<file path="src/hdl/etfp_pkg.sv">
// Shared types, constants and colour ramp for the escape-time fractal pixel block.
package etfp_pkg;

    localparam int CFG_WIDTH    = 16;
    localparam int LIMIT_RESET  = 128;
    localparam int MOD_WIDTH    = 7;
    localparam int COLOUR_LAST  = 95;
    localparam int LEVEL_MAX    = 31;
    localparam int LEVEL_SHIFT  = 3;
    localparam int SEG_GREEN    = 1;
    localparam int SEG_BLUE     = 2;
    localparam int SEG_RED      = 0;

    typedef enum logic [3:0] {
        ST_IDLE = 4'b0001,
        ST_MUL  = 4'b0010,
        ST_UPD  = 4'b0100,
        ST_DONE = 4'b1000
    } state_t;

    typedef struct packed {
        logic load;
        logic mul;
        logic upd;
        logic result_load;
    } cmd_t;

    typedef struct packed {
        logic run;
    } sts_t;

    typedef struct packed {
        logic [7:0] red;
        logic [7:0] green;
        logic [7:0] blue;
    } rgb_t;

    // m is the iteration count modulo 96; each 32-step segment ramps two channels
    function automatic rgb_t colour_ramp(input logic [MOD_WIDTH-1:0] m);
        rgb_t       c;
        logic [4:0] lvl;
        logic [4:0] inv;
        lvl = m[4:0];
        inv = 5'(LEVEL_MAX) - lvl;
        c   = '0;
        case (32'(m[6:5]))
            SEG_RED:
            begin
                c.red   = {inv, LEVEL_SHIFT'(0)};
                c.green = {lvl, LEVEL_SHIFT'(0)};
            end
            SEG_GREEN:
            begin
                c.green = {inv, LEVEL_SHIFT'(0)};
                c.blue  = {lvl, LEVEL_SHIFT'(0)};
            end
            SEG_BLUE:
            begin
                c.red   = {lvl, LEVEL_SHIFT'(0)};
                c.blue  = {inv, LEVEL_SHIFT'(0)};
            end
            default:
            begin
                c = '0;
            end
        endcase
        return c;
    endfunction

endpackage

</file>
<file path="src/hdl/etfp_ctrl.sv">
// Sequencing state machine for the escape-time iteration and output hand-off.
module etfp_ctrl (
    input  logic             clk,
    input  logic             rst_n,
    input  logic             in_valid,
    output logic             in_ready,
    output logic             out_valid,
    input  logic             out_ready,
    input  etfp_pkg::sts_t   sts,
    output etfp_pkg::cmd_t   cmd
);

    etfp_pkg::state_t state_reg;
    etfp_pkg::state_t state_next;
    logic             out_valid_reg;
    logic             out_valid_next;

    always_comb
    begin
        state_next = state_reg;
        cmd        = '0;
        unique case (state_reg)
            etfp_pkg::ST_IDLE:
            begin
                if (in_valid)
                begin
                    cmd.load   = 1'b1;
                    state_next = etfp_pkg::ST_MUL;
                end
            end
            etfp_pkg::ST_MUL:
            begin
                cmd.mul = 1'b1;
                if (sts.run)
                begin
                    state_next = etfp_pkg::ST_UPD;
                end
                else
                begin
                    state_next = etfp_pkg::ST_DONE;
                end
            end
            etfp_pkg::ST_UPD:
            begin
                cmd.upd    = 1'b1;
                state_next = etfp_pkg::ST_MUL;
            end
            etfp_pkg::ST_DONE:
            begin
                if (!out_valid_reg || out_ready)
                begin
                    cmd.result_load = 1'b1;
                    state_next      = etfp_pkg::ST_IDLE;
                end
            end
            default:
            begin
                state_next = etfp_pkg::ST_IDLE;
            end
        endcase
    end

    always_comb
    begin
        if (cmd.result_load)
        begin
            out_valid_next = 1'b1;
        end
        else if (out_ready)
        begin
            out_valid_next = 1'b0;
        end
        else
        begin
            out_valid_next = out_valid_reg;
        end
    end

    always_ff @(posedge clk or negedge rst_n)
    begin
        if (!rst_n)
        begin
            state_reg     <= etfp_pkg::ST_IDLE;
            out_valid_reg <= 1'b0;
        end
        else
        begin
            state_reg     <= state_next;
            out_valid_reg <= out_valid_next;
        end
    end

    assign in_ready  = (state_reg == etfp_pkg::ST_IDLE);
    assign out_valid = out_valid_reg;

endmodule

</file>
<file path="config.mk">
export PLATFORM = sky130hd
export DESIGN_NAME = etfp_ctrl
export DESIGN_NICKNAME = d
export VERILOG_FILES = /design/src/hdl/etfp_pkg.sv /design/src/hdl/etfp_ctrl.sv
export SDC_FILE = /design/constraint.sdc
export NUM_CORES = 1
export LEC_CHECK = 0
export BUFFER_PORTS_ARGS = -buffer_cell sky130_fd_sc_hd__buf_2
export CAP_MARGIN = 20
export CORE_AREA = 2 2 39 41
export DETAILED_ROUTE_END_ITERATION = 16
export DIE_AREA = 0 0 41 43
export PLACE_DENSITY_LB_ADDON = 0.12
export SLEW_MARGIN = 20
export SYNTH_ARGS = -nofsm -noshare
export SYNTH_HDL_FRONTEND = slang
export SYNTH_SLANG_ARGS = --single-unit
</file>
<file path="constraint.sdc">
create_clock -name clk -period 1.6 [get_ports clk]
set_clock_uncertainty 0.2 [all_clocks]
set_input_delay 0.08 -clock clk [delete_from_list [all_inputs] [get_ports clk]]
set_output_delay 0.08 -clock clk [all_outputs]
set_load 0.02 [all_outputs]
</file>
==> impl_metrics.tcl <==
set metrics [dict create \
    crit_buf_inv 1 \
    die_w_um 41 \
    finalHoldViolations 0 \
    drive_gt1_frac 0.542 \
    startpoint_type "register" \
    dieArea_mm2 0.00176 \
    place_congestion 0.718 \
    r2r_cells 4 \
    tightest_slew_ns 0.266 \
    clk_pin_slew_ns 0.04 \
    final_common_cell "buf_2" \
    drt-pass1-iter-count 2 \
    vias 287 \
    cp.required_ns 1.32 \
    syn_avg_cell_area_um2 10.5 \
    ff2ff_setup_slack_ns 0.17 \
    cts_tree "done" \
    final-setup-viol-count 2 \
    grt_use_met2 0.172 \
    root_buffer "clkbuf_4" \
    slowest_stage "or4b_4" \
    fillers 151 \
    syn_inst 25 \
    core-area_mm2 0.00138 \
    crit_type "register to output pin" \
    gr-usage-all-layers 0.118 \
    status "complete, but fails checks" \
    worst_skew_pair.late_latency_ns 0.24 \
    fin_crit_sh 1.05 \
    first_iter_violations 2 \
    clock.fmax_mhz 597 \
    grt_pass1_vias 305 \
    cp-end-kind "output pin" \
    die_h_um 43 \
    wire_per_inst_um 12.2 \
    most-common-layout-cells "buf_2 (7), buf_4 (6), dlygate4sd3_1 (5)" \
    path_cells "or4b_4, nor2_4, buf_6" \
    setup_ws_ns -0.0754 \
    setup_tns_ns -0.0970 \
    clock-sinks 5 \
    r2r_end "state_reg[0]" \
    start_util 0.189 \
    area_delta_synth_final_pct 89.0 \
    maxSlewViolCount 0 \
    path_delay_family "simple AND/OR/NAND/NOR gates" \
    grt_overflow 0 \
    p_per_area_mw_per_mm2 1350 \
    wl_um 779 \
    relSlewSlack 0.822 \
    h-tree-depth 1 \
    num_rows 14 \
    whs_ns 0.123 \
    antennaDiodeCount 0 \
    gr-usage-met3 0.0314 \
    grt_setup_unrepaired "yes" \
    pin_count 11 \
    violations "setup timing" \
    cp.arrival_ns 1.40 \
    leakage_nw 0.225 \
    met1_usage 0.125 \
    final_core_util 0.357 \
    synth_seq_cells 5 \
    yosys.area.top_type "dfrtp_1" \
    hp-class "input pin to asynchronous set/reset pin" \
    io_buffers 10 \
    numCtsBuffers 3 \
    largest_reg_flops 4 \
    syn_nets 30 \
    synth_top_area_frac 0.383 \
    syn_area_um2 262 \
    drtAntennaViolNets 0 \
    clk_path_buf_depth 2 \
    crit_fanout 2 \
    vdd_drop_max_mv 0.598 \
    drc_errors 0 \
    finalNetCount 54 \
    reg2reg_from "state_reg[0]" \
    drv_cap 0 \
    grt_max_degree 8 \
    synth.area.top_cells "dfrtp_1 (38%), dfstp_2 (10%), nor3_1 (7.7%)" \
    yosysUniqueCellTypes 14 \
    yosysWarnings 0 \
    max_stage_delay_ns 0.56 \
    period_minus_slack_ns 1.68 \
    via_per_inst 4.48 \
    busiest_layer "met2" \
    grt_pass1_wl_um 1280 \
    yosysSeqAreaShare 0.483 \
    grt_antenna_before_repair 0 \
]
cells by family after synthesis:
logic type	synth area share
AND/OR/NAND/NOR	0.354
multiplexers	0.0383
AO/OA/AOI/OAI	0.0957
buffers and inverters	0.0287
flip-flops	0.483
Yosys cell counts:
cell / count
nand2b_1: 3
nor3_1: 4
buf_4: 1
dfstp_2: 1
and2_1: 1
o22a_2: 1
a211oi_1: 2
mux2i_1: 1
nand3b_1: 2
nor4b_1: 1
nor2b_1: 1
dfrtp_1: 4
or4b_1: 1
nor2_1: 2
where the power goes:
part	switching, W	total [W]	leakage (nW)	internal [W]
clock	0.0000467	0.000141	0.0150	0.0000939
combinational	0.000171	0.000331	0.145	0.000161
sequential	0.0000306	0.000196	0.0650	0.000165
total	0.000248	0.000668	0.225	0.000420
area by class of cell:
| type | instances | area, um^2 | share of cell area |
|---|---|---|---|
| well taps | 16 | 20.0 | 0.0405 |
| clock buffers | 4 | 26.3 | 0.0532 |
| repair buffers | 20 | 153 | 0.309 |
| flip-flops and latches | 5 | 126 | 0.256 |
| multi-input cells | 19 | 169 | 0.342 |
repair_timing:
item | CTS | global route
setup buffers | 2 | 0
resized for setup | 10 | 2
pin swaps | 2 | 3
cloned | 0 | 0
hold buffers | 5 | 0
setup endpoints to repair | 3 | 4
endpoints found under the hold margin | 9 | 0
how the worst max path moves through the flow:
stage / from / endpoint / slack, ns / cells after the start
6_report: state_reg[2] / cmd[0] / -0.08 / 3
3_5_place_dp: state_reg[0] / cmd[0] / 0.12 / 3
4_1_cts: state_reg[1] / cmd[0] / -0.10 / 3
2_1_floorplan: state_reg[0] / in_ready / 0.03 / 1
5_1_grt: state_reg[2] / cmd[0] / -0.13 / 3
3_3_place_gp: state_reg[0] / cmd[0] / 0.14 / 3
metal layers:
layer | vias to the layer above | wire (um) | part of all wire
met5 | - | 0 | 0
met2 | 9 | 414 | 0.53
met4 | 0 | 0 | 0
met1 | 139 | 330 | 0.42
li1 | 139 | - | -
met3 | 0 | 34 | 0.044
per-stage QoR:
step / cell area (um^2) / setup slack (ns) / std cells / power (W)
2_1_floorplan: 267 / 0.0313 / 25 / 0.000337
3_3_place_gp: 352 / 0.138 / 53 / 0.000430
3_5_place_dp: 352 / 0.124 / 53 / 0.000430
4_1_cts: 484 / -0.103 / 64 / 0.000658
5_1_grt: 494 / -0.134 / 64 / 0.000709
6_report: 494 / -0.0754 / 64 / 0.000668
No activity file was read; power rests on OpenSTA's default activity.
